<file path="config.mk">
export PLATFORM = sky130hd
export DESIGN_NAME = mountain_car_physics_step_top
export DESIGN_NICKNAME = d
export VERILOG_FILES = /design/src/rtl/mcps_pkg.sv /design/src/rtl/mountain_car_physics_step_top.sv
export SDC_FILE = /design/constraint.sdc
export NUM_CORES = 1
export LEC_CHECK = 0
export BUFFER_PORTS_ARGS = -buffer_cell sky130_fd_sc_hd__buf_2
export CORE_MARGIN = 5
export CORE_UTILIZATION = 29
export DETAILED_ROUTE_END_ITERATION = 10
export PLACE_DENSITY = 0.49
export SLEW_MARGIN = 20
export SYNTH_ARGS = -nofsm -noshare
export SYNTH_HDL_FRONTEND = slang
export SYNTH_SLANG_ARGS = --single-unit
</file>
<file path="constraint.sdc">
create_clock -name clk -period 11.2 [get_ports clk]
set_input_delay 1.12 -clock clk [delete_from_list [all_inputs] [get_ports clk]]
set_output_delay 1.12 -clock clk [all_outputs]
set_load 0.02 [all_outputs]
</file>
<file path="src/rtl/mcps_pkg.sv">
`default_nettype none

package mcps_pkg;

    typedef enum logic [0:0] {
        OP_STEP  = 1'b0,
        OP_RESET = 1'b1
    } opcode_t;

    typedef enum logic [1:0] {
        ACT_LEFT  = 2'd0,
        ACT_COAST = 2'd1,
        ACT_RIGHT = 2'd2
    } action_t;

    typedef enum logic [1:0] {
        REG_REWARD_PER_STEP = 2'd0,
        REG_REWARD_AT_GOAL  = 2'd1,
        REG_MAX_EPISODE_LEN = 2'd2
    } cfg_reg_t;

    localparam int POS_W   = 15;
    localparam int VEL_W   = 11;
    localparam int CNT_W   = 16;
    localparam int RWD_W   = 9;
    localparam int IDX_W   = 6;
    localparam int PULL_W  = 6;

    localparam logic signed [11:0]      PUSH_FORCE     = 12'sd10;
    localparam logic signed [11:0]      VEL_LIMIT_HI   = 12'sd700;
    localparam logic signed [11:0]      VEL_LIMIT_LO   = -12'sd700;
    localparam logic signed [15:0]      POS_HIGH       = 16'sd6000;
    localparam logic signed [15:0]      POS_LOW        = -16'sd12000;
    localparam logic signed [15:0]      POS_GOAL       = 16'sd5000;
    localparam logic signed [POS_W-1:0] START_BIAS     = 15'sd6000;
    localparam int                      TABLE_SHIFT    = 9;
    localparam logic [6:0]              TABLE_LAST     = 7'd35;

    localparam logic signed [7:0]  RESET_REWARD_PER_STEP = -8'sd1;
    localparam logic signed [7:0]  RESET_REWARD_AT_GOAL  = 8'sd100;
    localparam logic [CNT_W-1:0]   RESET_MAX_EPISODE_LEN = 16'd200;

    // Gravity pull along the track, one entry per 512 position units.
    function automatic logic signed [PULL_W-1:0] slope_pull(input logic [IDX_W-1:0] idx);
        logic signed [PULL_W-1:0] pull;
        case (idx)
            6'd0:    pull = 6'sd23;
            6'd1:    pull = 6'sd24;
            6'd2:    pull = 6'sd24;
            6'd3:    pull = 6'sd24;
            6'd4:    pull = 6'sd24;
            6'd5:    pull = 6'sd23;
            6'd6:    pull = 6'sd21;
            6'd7:    pull = 6'sd19;
            6'd8:    pull = 6'sd16;
            6'd9:    pull = 6'sd13;
            6'd10:   pull = 6'sd10;
            6'd11:   pull = 6'sd6;
            6'd12:   pull = 6'sd2;
            6'd13:   pull = -6'sd1;
            6'd14:   pull = -6'sd4;
            6'd15:   pull = -6'sd8;
            6'd16:   pull = -6'sd12;
            6'd17:   pull = -6'sd15;
            6'd18:   pull = -6'sd18;
            6'd19:   pull = -6'sd20;
            6'd20:   pull = -6'sd22;
            6'd21:   pull = -6'sd23;
            6'd22:   pull = -6'sd24;
            6'd23:   pull = -6'sd24;
            6'd24:   pull = -6'sd24;
            6'd25:   pull = -6'sd23;
            6'd26:   pull = -6'sd22;
            6'd27:   pull = -6'sd20;
            6'd28:   pull = -6'sd17;
            6'd29:   pull = -6'sd14;
            6'd30:   pull = -6'sd11;
            6'd31:   pull = -6'sd8;
            6'd32:   pull = -6'sd4;
            6'd33:   pull = 6'sd0;
            6'd34:   pull = 6'sd3;
            6'd35:   pull = 6'sd6;
            default: pull = 6'sd6;
        endcase
        return pull;
    endfunction

endpackage

`default_nettype wire

</file>
<file path="src/rtl/mountain_car_physics_step_top.sv">
// Channel   Direction  Handshake               Payload
// in        request    in_valid / in_ready     opcode, action, start_offset
// out       result     out_valid / out_ready   reward, episode_done, car_position, car_velocity
// cfg       write      cfg_valid / cfg_ready   cfg_index, cfg_data
//
// Each request is combinational: the full step is computed from the car state and the
// request fields and lands in the result register at the accepting edge.
// A new request is accepted every cycle while the result register is empty or being drained.
// When out_ready is low with a result waiting, in_ready drops until that result is taken.
// Reset clears the car state and loads the default configuration; cfg_ready is always high.
`default_nettype none

module mountain_car_physics_step_top (
    input  wire logic                          clk,
    input  wire logic                          rst_n,

    input  wire logic                          in_valid,
    output logic                               in_ready,
    input  wire logic [0:0]                    opcode,
    input  wire logic [1:0]                    action,
    input  wire logic [10:0]                   start_offset,

    output logic                               out_valid,
    input  wire logic                          out_ready,
    output logic signed [mcps_pkg::RWD_W-1:0]  reward,
    output logic                               episode_done,
    output logic signed [mcps_pkg::POS_W-1:0]  car_position,
    output logic signed [mcps_pkg::VEL_W-1:0]  car_velocity,

    input  wire logic                          cfg_valid,
    output logic                               cfg_ready,
    input  wire logic [1:0]                    cfg_index,
    input  wire logic [15:0]                   cfg_data
);

    logic signed [7:0]                     reward_per_step_reg;
    logic signed [7:0]                     reward_at_goal_reg;
    logic [mcps_pkg::CNT_W-1:0]            max_episode_len_reg;

    logic signed [mcps_pkg::POS_W-1:0]     position_reg, position_next;
    logic signed [mcps_pkg::VEL_W-1:0]     velocity_reg, velocity_next;
    logic [mcps_pkg::CNT_W-1:0]            step_count_reg, step_count_next;
    logic                                  done_reg, done_next;

    logic                                  out_valid_reg;
    logic signed [mcps_pkg::RWD_W-1:0]     reward_reg, reward_next;
    logic                                  in_accept;

    logic signed [11:0]                    vel_push;
    logic signed [11:0]                    vel_grav;
    logic signed [mcps_pkg::VEL_W-1:0]     vel_clamp;
    logic signed [15:0]                    idx_sum;
    logic [mcps_pkg::IDX_W-1:0]            table_idx;
    logic signed [mcps_pkg::PULL_W-1:0]    pull;
    logic signed [15:0]                    pos_sum;
    logic                                  at_goal;

    assign cfg_ready = 1'b1;
    assign in_ready  = !out_valid_reg || out_ready;
    assign in_accept = in_valid && in_ready;

    always_ff @(posedge clk or negedge rst_n)
    begin
        if (!rst_n)
        begin
            reward_per_step_reg <= mcps_pkg::RESET_REWARD_PER_STEP;
            reward_at_goal_reg  <= mcps_pkg::RESET_REWARD_AT_GOAL;
            max_episode_len_reg <= mcps_pkg::RESET_MAX_EPISODE_LEN;
        end
        else if (cfg_valid && cfg_ready)
        begin
            unique case (mcps_pkg::cfg_reg_t'(cfg_index))
                mcps_pkg::REG_REWARD_PER_STEP: reward_per_step_reg <= $signed(cfg_data[7:0]);
                mcps_pkg::REG_REWARD_AT_GOAL:  reward_at_goal_reg  <= $signed(cfg_data[7:0]);
                mcps_pkg::REG_MAX_EPISODE_LEN: max_episode_len_reg <= cfg_data;
                default: ;
            endcase
        end
    end

    // Velocity update: push, then gravity from the slope under the current position.
    always_comb
    begin
        case (action)
            mcps_pkg::ACT_LEFT:  vel_push = 12'(velocity_reg) - mcps_pkg::PUSH_FORCE;
            mcps_pkg::ACT_RIGHT: vel_push = 12'(velocity_reg) + mcps_pkg::PUSH_FORCE;
            default:             vel_push = 12'(velocity_reg);
        endcase

        idx_sum = 16'(position_reg) - mcps_pkg::POS_LOW;
        if (idx_sum[15])
            table_idx = '0;
        else if (idx_sum[15:mcps_pkg::TABLE_SHIFT] > mcps_pkg::TABLE_LAST)
            table_idx = mcps_pkg::IDX_W'(mcps_pkg::TABLE_LAST);
        else
            table_idx = idx_sum[mcps_pkg::TABLE_SHIFT +: mcps_pkg::IDX_W];
        pull = mcps_pkg::slope_pull(table_idx);

        vel_grav = vel_push + 12'(pull);
        if (vel_grav > mcps_pkg::VEL_LIMIT_HI)
            vel_clamp = mcps_pkg::VEL_W'(mcps_pkg::VEL_LIMIT_HI);
        else if (vel_grav < mcps_pkg::VEL_LIMIT_LO)
            vel_clamp = mcps_pkg::VEL_W'(mcps_pkg::VEL_LIMIT_LO);
        else
            vel_clamp = vel_grav[mcps_pkg::VEL_W-1:0];

        pos_sum = 16'(position_reg) + 16'(vel_clamp);
    end

    // Next state and result for the request at the input.
    always_comb
    begin
        position_next   = position_reg;
        velocity_next   = velocity_reg;
        step_count_next = step_count_reg;
        done_next       = done_reg;
        reward_next     = '0;
        at_goal         = 1'b0;

        if (opcode == mcps_pkg::OP_RESET)
        begin
            position_next   = $signed({4'b0, start_offset}) - mcps_pkg::START_BIAS;
            velocity_next   = '0;
            step_count_next = '0;
            done_next       = 1'b0;
        end
        else
        begin
            // Hitting either wall stops the car.
            if (pos_sum > mcps_pkg::POS_HIGH)
            begin
                position_next = mcps_pkg::POS_W'(mcps_pkg::POS_HIGH);
                velocity_next = '0;
            end
            else if (pos_sum < mcps_pkg::POS_LOW)
            begin
                position_next = mcps_pkg::POS_W'(mcps_pkg::POS_LOW);
                velocity_next = '0;
            end
            else
            begin
                position_next = pos_sum[mcps_pkg::POS_W-1:0];
                velocity_next = vel_clamp;
            end

            if (step_count_reg != '1)
                step_count_next = step_count_reg + 1'b1;

            at_goal     = 16'(position_next) >= mcps_pkg::POS_GOAL;
            reward_next = mcps_pkg::RWD_W'(reward_per_step_reg)
                        + (at_goal ? mcps_pkg::RWD_W'(reward_at_goal_reg) : '0);
            if (at_goal || step_count_next >= max_episode_len_reg)
                done_next = 1'b1;
        end
    end

    always_ff @(posedge clk or negedge rst_n)
    begin
        if (!rst_n)
        begin
            position_reg   <= '0;
            velocity_reg   <= '0;
            step_count_reg <= '0;
            done_reg       <= 1'b0;
        end
        else if (in_accept)
        begin
            position_reg   <= position_next;
            velocity_reg   <= velocity_next;
            step_count_reg <= step_count_next;
            done_reg       <= done_next;
        end
    end

    always_ff @(posedge clk or negedge rst_n)
    begin
        if (!rst_n)
            out_valid_reg <= 1'b0;
        else if (in_accept)
            out_valid_reg <= 1'b1;
        else if (out_ready)
            out_valid_reg <= 1'b0;
    end

    always_ff @(posedge clk)
    begin
        if (in_accept)
            reward_reg <= reward_next;
    end

    // The result carries the state just written, so position, velocity and done come
    // straight from the state registers.
    assign out_valid    = out_valid_reg;
    assign reward       = reward_reg;
    assign episode_done = done_reg;
    assign car_position = position_reg;
    assign car_velocity = velocity_reg;

`ifndef NO_ASSERTIONS
    velocity_in_range: assert property (@(posedge clk) disable iff (!rst_n)
        (velocity_reg <= 11'sd700) && (velocity_reg >= -11'sd700))
        else $error("velocity left its clamp range");

    position_in_range: assert property (@(posedge clk) disable iff (!rst_n)
        (16'(position_reg) <= mcps_pkg::POS_HIGH) && (16'(position_reg) >= mcps_pkg::POS_LOW))
        else $error("position left the track");

    reset_request_result: assert property (@(posedge clk) disable iff (!rst_n)
        (in_accept && opcode == mcps_pkg::OP_RESET)
        |=> (out_valid && !episode_done && reward == '0 && car_velocity == '0))
        else $error("episode reset produced a wrong result");

    done_is_sticky: assert property (@(posedge clk) disable iff (!rst_n)
        (in_accept && opcode == mcps_pkg::OP_STEP && done_reg) |=> episode_done)
        else $error("done flag cleared by a step");
`endif

endmodule

`default_nettype wire
</file>
# ---- Word-level counts from Yosys, hierarchy flattened
# Memory sizes are Yosys's and may differ from the RTL's.
# Index checks and enable logic that the tools add are counted.
dict set report totals {
  memories 1
  romBits 384
  inputBits 37
  output_inout_bits 39
  wordCells 61
  reg_bits 85
}
# name words word_bits read_ports rd_clocked_by_memory_dff write_ports line
set mem_list {}
lappend mem_list {{(no name shown)} 64 6 1 0 0 mcps_pkg.sv:46} ;# case (idx)
dict set report classes {
  magnitude_cmp 7
  reduce_logical 12
  mux 20
  add_sub_neg 8
  eq_ne 4
}
# op n
set op_table {}
lappend op_table {{$mux 15} 4}
lappend op_table {{$mux 11} 5}
lappend op_table {{$mux 16} 3}
lappend op_table {{$pmux 12 s2} 1}
lappend op_table {{$add 15x11->16} 1}
lappend op_table {{$add 16x1->16 const B} 1}
lappend op_table {{$ge 16x16->1} 1}
lappend op_table {{$gt 16x14->1 const B} 1}
lappend op_table {{$lt 16x15->1 const B} 1}
lappend op_table {{$ne 16x16->1 const B} 1}
lappend op_table {{$sub 15x15->16 const B} 1}
lappend op_table {{$ge 15x14->1 const B} 1}
lappend op_table {{$sub 11x13->14 const B} 1}
lappend op_table {{$add 11x5->12 const B} 1}
lappend op_table {{$add 12x6->12} 1}
lappend op_table {{$gt 12x11->1 const B} 1}
lappend op_table {{$lt 12x11->1 const B} 1}
lappend op_table {{$mux 6} 2}
lappend op_table {{$sub 11x5->12 const B} 1}
lappend op_table {{$add 9x9->9} 1}
lappend op_table {{$mux 9} 1}
lappend op_table {{$reduce_and 2->1} 4}
lappend op_table {{$gt 7x6->1 const B} 1}
lappend op_table {{$eq 2x2->1 const B} 2}
lappend op_table {{other kinds (7)} 13}

# ---- Depth between registers and ports, before layout
# Gate-level depths: netlist of run 1.
# An unclocked memory read counts as a cell.
dict set report depth {
  depth_word 18
  mapped_depth 47
  ltp_nobuf 46
}

# ---- Worst setup path before layout of run 1
# OpenSTA, ideal clock, no wires.
dict set report synth_path {
  path_kind {flip-flop to flip-flop}
  startpoint {register position_reg, in the netlist car_position[6]}
  endpoint {register reward_reg, in the netlist reward[7], data pin}
  setup_time_ps 265
  required_time_ps 10935
  path_stages_with_launch 44
  synth_period_minus_slack_ps 9975
  n_path_buf 2
  arrival_ps 9710
  setup_slack_ps 1225
  path_cell_list {dfrtp_1 > buf_6 > o31a_4 > or3_4 > nand2_1 > nor2_1 > o41ai_1 > ha_1 > o21ai_0 > o211ai_1 > o21ai_0 > mux2_2 > ha_1 > fa_1 > a211oi_1 > o2111ai_1 > o311ai_2 > o41ai_1 > [8 not listed] > nor2b_1 > o221a_2 > a21oi_1 > a31oi_1 > o21ai_1 > a31oi_1 > buf_2 > o21a_1 > and2_1 > ha_1 > a21o_1 > a21o_1 > a21o_1 > a21oi_1 > o21bai_1 > a21oi_1 > xor2_1 > nor2_1}
}
dict set report synth_between {
  elab_chain_len 17
  word_cells_on_any_way 19
  cone_classes {add/sub (4); order compare (6); mux (8); memory (1)}
}
# item line
set synth_rtl {}
lappend synth_rtl {{from (decl)} mountain_car_physics_step_top.sv:40} ;# logic signed [mcps_pkg::POS_W-1:0] position_reg, position_next;
lappend synth_rtl {{from (signal assigned)} mountain_car_physics_step_top.sv:168} ;# position_reg <= position_next;
lappend synth_rtl {{$sub 15x15->16} mountain_car_physics_step_top.sv:90} ;# idx_sum = 16'(position_reg) - mcps_pkg::POS_LOW;
lappend synth_rtl {{$gt 7x6->1} mountain_car_physics_step_top.sv:93} ;# else if (idx_sum[15:mcps_pkg::TABLE_SHIFT] > mcps_pkg::TABLE_LAST)
lappend synth_rtl {{$mux 6} mountain_car_physics_step_top.sv:93}
lappend synth_rtl {{$mux 6} mountain_car_physics_step_top.sv:91} ;# if (idx_sum[15])
lappend synth_rtl {{$mem_v2 64x6} --}
lappend synth_rtl {{$add 12x6->12} mountain_car_physics_step_top.sv:99} ;# vel_grav = vel_push + 12'(pull);
lappend synth_rtl {{$lt 12x11->1} mountain_car_physics_step_top.sv:102} ;# else if (vel_grav < mcps_pkg::VEL_LIMIT_LO)
lappend synth_rtl {{$mux 11} mountain_car_physics_step_top.sv:102}
lappend synth_rtl {{$mux 11} mountain_car_physics_step_top.sv:100} ;# if (vel_grav > mcps_pkg::VEL_LIMIT_HI)
lappend synth_rtl {{$add 15x11->16 *} mountain_car_physics_step_top.sv:107} ;# pos_sum = 16'(position_reg) + 16'(vel_clamp);
lappend synth_rtl {{$lt 16x15->1} mountain_car_physics_step_top.sv:135} ;# else if (pos_sum < mcps_pkg::POS_LOW)
lappend synth_rtl {{$mux 15} mountain_car_physics_step_top.sv:135}
lappend synth_rtl {{$mux 15 *} mountain_car_physics_step_top.sv:130} ;# if (pos_sum > mcps_pkg::POS_HIGH)
lappend synth_rtl {{$mux 15 *} mountain_car_physics_step_top.sv:120} ;# if (opcode == mcps_pkg::OP_RESET)
lappend synth_rtl {{$ge 15x14->1 *} mountain_car_physics_step_top.sv:149} ;# at_goal = 16'(position_next) >= mcps_pkg::POS_GOAL;
lappend synth_rtl {{$mux 9 *} mountain_car_physics_step_top.sv:151} ;# + (at_goal ? mcps_pkg::RWD_W'(reward_at_goal_reg) : '0);
lappend synth_rtl {{$add 9x9->9 *} mountain_car_physics_step_top.sv:151}
lappend synth_rtl {{to (signal assigned)} mountain_car_physics_step_top.sv:188} ;# reward_reg <= reward_next;
lappend synth_rtl {{to (decl)} mountain_car_physics_step_top.sv:46} ;# logic signed [mcps_pkg::RWD_W-1:0] reward_reg, reward_next;
# Mark *: on every way between the ends. The rest lies on a longest branch, timed or not. The select of a mux whose other input is x is not followed.
# A chain may end at the register's enable or synchronous reset.

# ---- Final worst setup path of run 1
dict set report layout_path {
  startpoint {input port action[0]}
  endpoint {register reward_reg, in the netlist reward[7], data pin}
}
dict set report layout_between {
  elab_chain_len 14
  word_cells_on_any_way 17
  cone_classes {add/sub (3); order compare (5); eq/ne (1); mux (7); reduce/logical (1)}
}
# item line
set layout_rtl {}
lappend layout_rtl {{from (decl)} mountain_car_physics_step_top.sv:20} ;# input wire logic [1:0] action,
lappend layout_rtl {{$eq 2x2->1 / $logic_not 2->1 (equally long branches)} mountain_car_physics_step_top.sv:84} ;# case (action)
lappend layout_rtl {{$pmux 12 s2 *} mountain_car_physics_step_top.sv:84}
lappend layout_rtl {{$add 12x6->12 *} mountain_car_physics_step_top.sv:99}
lappend layout_rtl {{$lt 12x11->1} mountain_car_physics_step_top.sv:102}
lappend layout_rtl {{$mux 11} mountain_car_physics_step_top.sv:102}
lappend layout_rtl {{$mux 11 *} mountain_car_physics_step_top.sv:100}
lappend layout_rtl {{$add 15x11->16 *} mountain_car_physics_step_top.sv:107}
lappend layout_rtl {{$lt 16x15->1} mountain_car_physics_step_top.sv:135}
lappend layout_rtl {{$mux 15} mountain_car_physics_step_top.sv:135}
lappend layout_rtl {{$mux 15 *} mountain_car_physics_step_top.sv:130}
lappend layout_rtl {{$mux 15 *} mountain_car_physics_step_top.sv:120}
lappend layout_rtl {{$ge 15x14->1 *} mountain_car_physics_step_top.sv:149}
lappend layout_rtl {{$mux 9 *} mountain_car_physics_step_top.sv:151}
lappend layout_rtl {{$add 9x9->9 *} mountain_car_physics_step_top.sv:151}
# Marked as above.

==> flow_metrics.tcl, run 1 <==
set metrics [dict create \
    via_count 6533 \
    fin_crit_sh 0.922 \
    ys_ff_latch 85 \
    slowest_delay_ps 430 \
    grt_pass1_wl_mm 33.2 \
    setup_viol 0 \
    finalMaxSlewViolations 0 \
    nNetsFinal 1003 \
    maxCapViolations 0 \
    critPathMaxFanout 22 \
    synth-seq-area-share 0.294 \
    slowest_stage "or4_1" \
    grt_pass1_vias 6383 \
    cts_inserted_buffers 9 \
    finalHoldViolations 0 \
    synth_enable_flop_cells 9 \
    n_antenna_cell 0 \
    first_pass_iters 5 \
    path_common_cell "a21oi_1" \
    dieArea_um2 29000 \
    hpwl_mm 15.9 \
    tns_ps 0 \
    fin_skew_ps 8.86 \
    crit_path_start_kind "primary input" \
    synthFlopType "dfrtp_1" \
    wl_per_cell_um 16.7 \
    cts_resized 0 \
    num_io_pins 76 \
    drc 0 \
    drt-initial-drc-count 430 \
    critPathRequiredTime_ps 11280 \
    rsz0062_at_grt "no" \
    criticalPathCategory "primary input to flop" \
    synth_nets 933 \
    synth_top_area_cell "dfrtp_1" \
    ys_async_sr_fraction 0.894 \
    syn_inst 827 \
    postCtsSetupBuffers 0 \
    io_buffers 74 \
    cts_hold_buf 0 \
    crit_arrival_ps 10400 \
    synth_area_leaders "dfrtp_1 (21%), ha_1 (11%), mux2_2 (5.1%)" \
    netlist.area_leader.share 0.208 \
    grt_overflow_total 0 \
    hold_ws_ps 503 \
    die_width_um 170 \
    run_status "complete, no violations" \
    cts_buffer_depth 2 \
    grt_start_max_net_pins 77 \
    max_freq_ghz 0.0969 \
    h-tree-depth 3 \
    antenna_found_initial 0 \
    die_h_um 170 \
    gp_congestion 0.852 \
    synth.avg_cell_area_um2 9.00 \
    drive_gt1_frac 0.193 \
    clk_pin_slew_worst_paths_ps 70 \
    area_growth_syn_to_layout_pct 14.8 \
    ys_warn_count 0 \
    core_area_um2 25300 \
    synth.distinct_cells 90 \
    insertion_delay_ps 340 \
    final_antenna_net_count 0 \
    cts_tree "built" \
    routed_wl_mm 20.5 \
    vias_per_cell 5.30 \
    slew_headroom 0.350 \
    hold_path_class "flop to flop" \
    cp-end-kind "flop" \
    num_rows 58 \
    grt_usage 0.140 \
    root_buffer "clkbuf_16" \
    clkSinkCount 85 \
    min_period_ps 10320 \
    netlist_area_um2 7450 \
    worst_slew_pin_slew_ps 974 \
    start_util 0.295 \
]
[final timing paths]
check | start | endpoint | slack, ps | cells past startpoint
setup / recovery | action[0] | reward[7] | 880 | 45
hold reg to reg | max_episode_len_reg[9] | max_episode_len_reg[9] | 500 | 1
setup reg to reg | car_position[7] | reward[7] | 950 | 44
hold / removal | max_episode_len_reg[9] | max_episode_len_reg[9] | 500 | 1
min in group asynchronous | rst_n | reward_at_goal_reg[7] | 820 | 1
max in group asynchronous | rst_n | car_position[5] | 9910 | 1
[cells in the mapped netlist, types with 9 or more instances]
cell type / instances
xor2_1: 15
o211ai_1: 12
edfxtp_1: 9
dfrtp_1: 62
a32o_1: 9
mux2_2: 34
nor2_1: 48
o21a_1: 14
and2_1: 13
nand3_1: 24
ha_1: 65
xnor2_1: 28
nor3_1: 10
nand2b_1: 13
clkbuf_1: 19
a21oi_1: 54
inv_1: 48
dfstp_2: 14
nor2b_1: 14
a22o_1: 14
and3_1: 11
o21ai_0: 50
a21o_1: 18
nand2_1: 63
[stage by stage]
| stage | cells | instance area [um^2] | util | worst slack, ps |
|---|---|---|---|---|
| after floorplan | 827 | 7450 | - | 1230 |
| after global placement | 1216 | 8190 | 0.324 | 541 |
| after detailed placement | 1216 | 8190 | 0.324 | 469 |
| after CTS | 1232 | 8530 | 0.338 | 741 |
| after global routing | 1232 | 8550 | 0.339 | 0.798 |
| final | 1232 | 8550 | 0.339 | 877 |
[worst max-delay path, delay by kind of cell]
kind / cells / cell delay, ps
and+or+nand+nor: 10 / 2160
adders and majority gates: 4 / 1120
buffers and inverters: 5 / 780
xor gates and xnor gates: 3 / 660
AOI/OAI and AO/OA: 23 / 4520
[cell type report]
type / instances / area (um^2)
clock buffers: 9 / 225
repair buffers: 83 / 444
well taps: 330 / 413
clock inverters: 7 / 121
multi-input cells: 668 / 4970
flip-flops and latches: 85 / 2190
fillers: 2625 / 16700
inverters: 50 / 188
[cell families after synthesis]
| group | synth area share |
|---|---|
| AOI/OAI and AO/OA | 0.255 |
| and+or+nand+nor | 0.166 |
| DFF | 0.294 |
| buffers and inverters | 0.0405 |
| adders and majority gates | 0.120 |
| xor gates and xnor gates | 0.0570 |
| muxes | 0.0665 |
| other | 0.000504 |
[placed cells by master, fill, tap and decap left out, types with 6 or more instances in the layout]
| cell type | netlist | layout |
|---|---|---|
| nand2_1 | 63 | 63 |
| nor3_1 | 10 | 10 |
| ha_1 | 65 | 65 |
| nand3_1 | 24 | 24 |
| edfxtp_1 | 9 | 9 |
| o211ai_1 | 12 | 12 |
| a211o_1 | 7 | 7 |
| buf_4 | 2 | 9 |
| o21bai_1 | 7 | 7 |
| nand2b_1 | 13 | 13 |
| o31ai_1 | 6 | 6 |
| mux2_2 | 34 | 34 |
| nor2b_1 | 14 | 14 |
| o21a_1 | 14 | 14 |
| inv_1 | 48 | 48 |
| o21ai_1 | 6 | 6 |
| buf_2 | 1 | 73 |
| and2_1 | 13 | 13 |
| dfstp_2 | 14 | 14 |
| xnor2_1 | 28 | 28 |
| a22o_1 | 14 | 14 |
| xor2_1 | 15 | 15 |
| a21oi_1 | 54 | 54 |
| a31oi_1 | 6 | 6 |
| nand4_1 | 8 | 8 |
| o22ai_1 | 7 | 7 |
| clkbuf_16 | 0 | 9 |
| o21ai_0 | 50 | 50 |
| a32o_1 | 9 | 9 |
| dfrtp_1 | 62 | 62 |
| nand3b_1 | 6 | 6 |
| mux2i_1 | 7 | 7 |
| nor2_1 | 48 | 47 |
| and3_1 | 11 | 11 |
| a21o_1 | 18 | 18 |
[per-layer routing]
layer	vias up	part of all wire	global-route usage
li1	3251	-	-
met1	3117	0.45	0.179
met2	145	0.49	0.246
met3	20	0.037	0.0223
met4	0	0.022	0.0372
met5	-	0	0
Power of run 1 is left out: the tool's default activity adds up to more than one toggle a clock period on the data nets, which glitch-free logic cannot reach.
==> run 2: changes to the inputs <==
CTS_BUF_LIST = sky130_fd_sc_hd__clkbuf_4   (was default)
GPL_ROUTABILITY_DRIVEN = 0   (was default)
SKIP_LAST_GASP = 1   (was default)
==> flow_metrics.tcl, run 2 (same netlist as run 1, synthesis figures left out) <==
set metrics [dict create \
    grt_overflow_total 0 \
    insertion_delay_ps 430 \
    area_growth_syn_to_layout_pct 12.7 \
    cp_top_family "compound AO/OA/AOI/OAI gates" \
    hold_path_depth 1 \
    die_h_um 170 \
    cts_tree "built" \
    die_width_um 170 \
    grt_pass1_vias 6381 \
    wl_per_cell_um 16.6 \
    hold_start "reward_at_goal_reg[3]" \
    critPathMaxFanout 9 \
    criticalPathCategory "flop to flop" \
    finalMaxSlewViolations 0 \
    tns_ps 0 \
    crit_path_start "car_position[10]" \
    core_area_um2 25300 \
    dp.cells 1216 \
    antenna_found_initial 0 \
    slew_headroom 0.349 \
    slowest_stage "dfrtp_1" \
    routed_wl_mm 20.5 \
    hpwl_mm 15.9 \
    final_cell_count_no_fill 1232 \
    slowest_delay_ps 510 \
    vias_per_cell 5.28 \
    busiest_layer "met2" \
    via_count 6503 \
    rsz0062_at_grt "no" \
    num_io_pins 76 \
    grt_usage 0.139 \
    final_common_cell "buf_2" \
    root_buffer "clkbuf_4" \
    maxCapViolations 0 \
    hold_path_end "reward_at_goal_reg[3]" \
    timing.critical_path.buf_inv 2 \
    run_status "complete, no violations" \
    fill_cells 2644 \
    use_met1 0.178 \
    cts_buffer_depth 2 \
    drt-initial-drc-count 395 \
    worst_slew_pin_slew_ps 975 \
    drc 0 \
    cts_hold_buf 0 \
    setup_viol 0 \
    rr_startpoint "car_position[10]" \
    grt_pass1_wl_mm 33.1 \
    crit_arrival_ps 10490 \
    num_rows 58 \
    cp-end-kind "flop" \
    path_common_cell "a21oi_1" \
    nNetsFinal 1003 \
    grt_start_max_net_pins 77 \
    drive_gt1_frac 0.193 \
    r2r_slack_ps 910 \
    max_freq_ghz 0.0971 \
    r2r_end "reward[7]" \
    final_cell_mix "buf_2 (73), ha_1 (65), nand2_1 (63)" \
    start_util 0.295 \
    finalHoldViolations 0 \
    cts_inserted_buffers 9 \
    clkSinkCount 85 \
    io_buffers 74 \
    r2r_cells 42 \
    grt_use_met3 0.0188 \
    fin_crit_sh 0.919 \
    first_pass_iters 6 \
    crit_path_start_kind "flop" \
    dieArea_um2 29000 \
    h-tree-depth 3 \
    final_antenna_net_count 0 \
    n_antenna_cell 0 \
    min_period_ps 10290 \
    critPathRequiredTime_ps 11390 \
    fin_skew_ps 17.9 \
    clk_pin_slew_worst_paths_ps 150 \
    hold_path_class "flop to flop" \
    grt.met2_usage 0.246 \
]
## run 2: cell counts in the layout (fill, tap and decap cells not counted)
No cell type changed its count.
## run 2: metal layers
metal,part of all wire,up-vias
li1,-,3248
met3,0.034,19
met5,0,-
met4,0.021,0
met1,0.46,3118
met2,0.49,118
## run 2: layout make-up
| class | count | area (um^2) | area share |
|---|---|---|---|
| flip-flops and latches | 85 | 2190 | 0.261 |
| clock inverters | 7 | 121 | 0.0145 |
| well taps | 330 | 413 | 0.0492 |
| repair buffers | 83 | 444 | 0.0529 |
| inverters | 50 | 188 | 0.0224 |
| multi-input cells | 668 | 4970 | 0.592 |
| clock buffers | 9 | 67.6 | 0.00805 |
## run 2: per-stage QoR
step	setup WS, ps	cell area [um^2]	hold WS [ps]	utilization
finish	905	8390	519	0.332
global route	93.2	8390	542	0.332
CTS	759	8380	522	0.332
detailed placement	469	8190	491	0.324
global placement	541	8190	488	0.324
floorplan	1230	7450	471	-
## run 2: repair_timing
action | CTS | global route
setup endpoints to repair | 0 | 3
buffers inserted | 0 | 0
resized for setup | 0 | 2
hold endpoints to repair | 0 | 0
## run 2: worst max path at each step
stage	to	slack, ps	cells past startpoint
after global routing	reward[7]	90	42
after detailed placement	reward[7]	470	42
final	reward[7]	910	42
after global placement	reward[7]	540	42
after CTS	reward[7]	760	43
after floorplan	reward[7]	1230	43
Power of run 2 is left out for the same reason.
==> run 3: changes to the inputs <==
ABC_AREA = 1   (was default)
CORE_UTILIZATION = 45   (was 29)
PLACE_DENSITY = 0.68   (was 0.49)
==> flow_metrics.tcl, run 3 <==
set metrics [dict create \
    synth.most_common_cell "nand2_1" \
    num_io_pins 76 \
    grt_start_max_net_pins 77 \
    final_cell_mix "nand2_1 (226), inv_1 (193), nor2_1 (92)" \
    critPathRequiredTime_ps 11510 \
    run_status "complete, no violations" \
    nNetsFinal 1246 \
    cts_tree "built" \
    fin_skew_ps 23.8 \
    synth_area_leaders "dfrtp_1 (21%), nand2_1 (11%), ha_1 (11%)" \
    maxCapViolations 0 \
    start_util 0.454 \
    top_layer "met4" \
    timing.critical_path.buf_inv 16 \
    met2_length_mm 9.31 \
    hpwl_mm 16.0 \
    critPathMaxFanout 12 \
    rsz0062_at_grt "no" \
    ys_async_sr_fraction 0.894 \
    finalMaxSlewViolations 0 \
    via_count 7239 \
    cts_resized 0 \
    worst_slew_pin_slew_ps 1050 \
    n_antenna_cell 0 \
    setup_viol 0 \
    hold_path_class "flop to flop" \
    drive_gt1_frac 0.137 \
    first_pass_iters 5 \
    drt-initial-drc-count 413 \
    ys_warn_count 0 \
    io_buffers 74 \
    min_period_ps 9570 \
    fin_crit_sh 0.855 \
    area_growth_syn_to_layout_pct 10.2 \
    drc 0 \
    synthFlopType "dfrtp_1" \
    crit_arrival_ps 9890 \
    clkSinkCount 85 \
    vias_per_cell 5.30 \
    max_freq_ghz 0.104 \
    num_rows 47 \
    synth_top_area_cell "dfrtp_1" \
    synth.avg_cell_area_um2 6.98 \
    wl_met3_mm 1.21 \
    dieArea_um2 19200 \
    slew_headroom 0.282 \
    r2r_slack_ps 1910 \
    path_common_cell "inv_1" \
    wl_per_cell_um 14.9 \
    final_common_cell "nand2_1" \
    h-tree-depth 3 \
    netlist_area_um2 7450 \
    cts_hold_buf 0 \
    die_h_um 139 \
    synth_nets 1174 \
    synth-seq-area-share 0.294 \
    slowest_stage "fa_1" \
    cp-end-kind "flop" \
    netlist.area_leader.share 0.208 \
    root_buffer "clkbuf_4" \
    ys_ff_latch 85 \
    cp_top_family "simple AND/OR/NAND/NOR gates" \
    insertion_delay_ps 460 \
    crit_path_start_kind "primary input" \
    cts_inserted_buffers 9 \
    core_area_um2 16400 \
    synth_enable_flop_cells 9 \
    slowest_delay_ps 400 \
    antenna_found_initial 0 \
    syn_inst 1068 \
    grt_usage 0.210 \
    synth_commonest_cells "nand2_1 (226), inv_1 (193), nor2_1 (92)" \
    tns_ps 0 \
    grt_pass1_wl_mm 33.9 \
    clk_pin_slew_worst_paths_ps 150 \
    finalHoldViolations 0 \
    die_width_um 139 \
    routed_wl_mm 20.3 \
    final_antenna_net_count 0 \
    postCtsSetupBuffers 0 \
    criticalPathCategory "primary input to flop" \
    grt_pass1_vias 6944 \
    cts_buffer_depth 2 \
    m1WireLength_mm 9.28 \
    synth.distinct_cells 55 \
    grt_overflow_total 0 \
]
## run 3: routing by layer
layer	track usage	up-vias
met5	0	-
met4	0.0623	0
met3	0.0352	43
met2	0.349	255
met1	0.284	3276
li1	-	3665
## run 3: layout make-up
class                           count  area, um^2
Clock buffer                       10        75.1
Clock inverter                      6        76.3
Fill cell                        1657        8200
Inverter                          196         736
Multi-Input combinational cell    771        4460
Sequential cell                    85        2190
Tap cell                          220         275
Timing Repair Buffer               77         399
## run 3: path summary, 6_finish.rpt
check                                  startpoint  cells after the start                 endpoint
setup / recovery                        action[0]                     70                reward[7]
hold / removal             max_episode_len_reg[4]                      2   max_episode_len_reg[4]
setup reg to reg                  car_position[6]                     68                reward[7]
hold reg to reg            max_episode_len_reg[4]                      2   max_episode_len_reg[4]
max in group asynchronous                   rst_n                      1          car_position[5]
min in group asynchronous                   rst_n                      1  max_episode_len_reg[13]
## run 3: worst reg2reg max path, delay by kind of cell, from the launching register on
kind / cells / cell delay, ps
AO/OA/AOI/OAI: 16 / 2910
XOR/XNOR: 2 / 360
adder cells (fa/ha/maj): 5 / 1530
buffers and inverters: 11 / 810
flip-flops: 1 / 520
AND/OR/NAND/NOR: 34 / 3070
## run 3: through the flow
stage / instance area [um^2] / instances / hold slack, ps / setup slack (ps) / util
final: 8210 / 1365 / 502 / 1630 / 0.500
after global routing: 8210 / 1365 / 526 / 610 / 0.500
after CTS: 8210 / 1365 / 505 / 1810 / 0.500
after detailed placement: 8060 / 1349 / 474 / 1340 / 0.491
after global placement: 8060 / 1349 / 468 / 1550 / 0.491
after floorplan: 7450 / 1068 / 453 / 2300 / -
## run 3: cell families after synthesis
group                    Yosys count  share of synthesized area
AND/OR/NAND/NOR                  453                      0.273
AO/OA/AOI/OAI                    224                      0.176
buffers and inverters            212                      0.108
flip-flops                        85                      0.294
adder cells (fa/ha/maj)           69                      0.120
XOR/XNOR                          23                     0.0280
other                              1                   0.000503
multiplexers                       1                    0.00134
Power of run 3 is left out for the same reason.
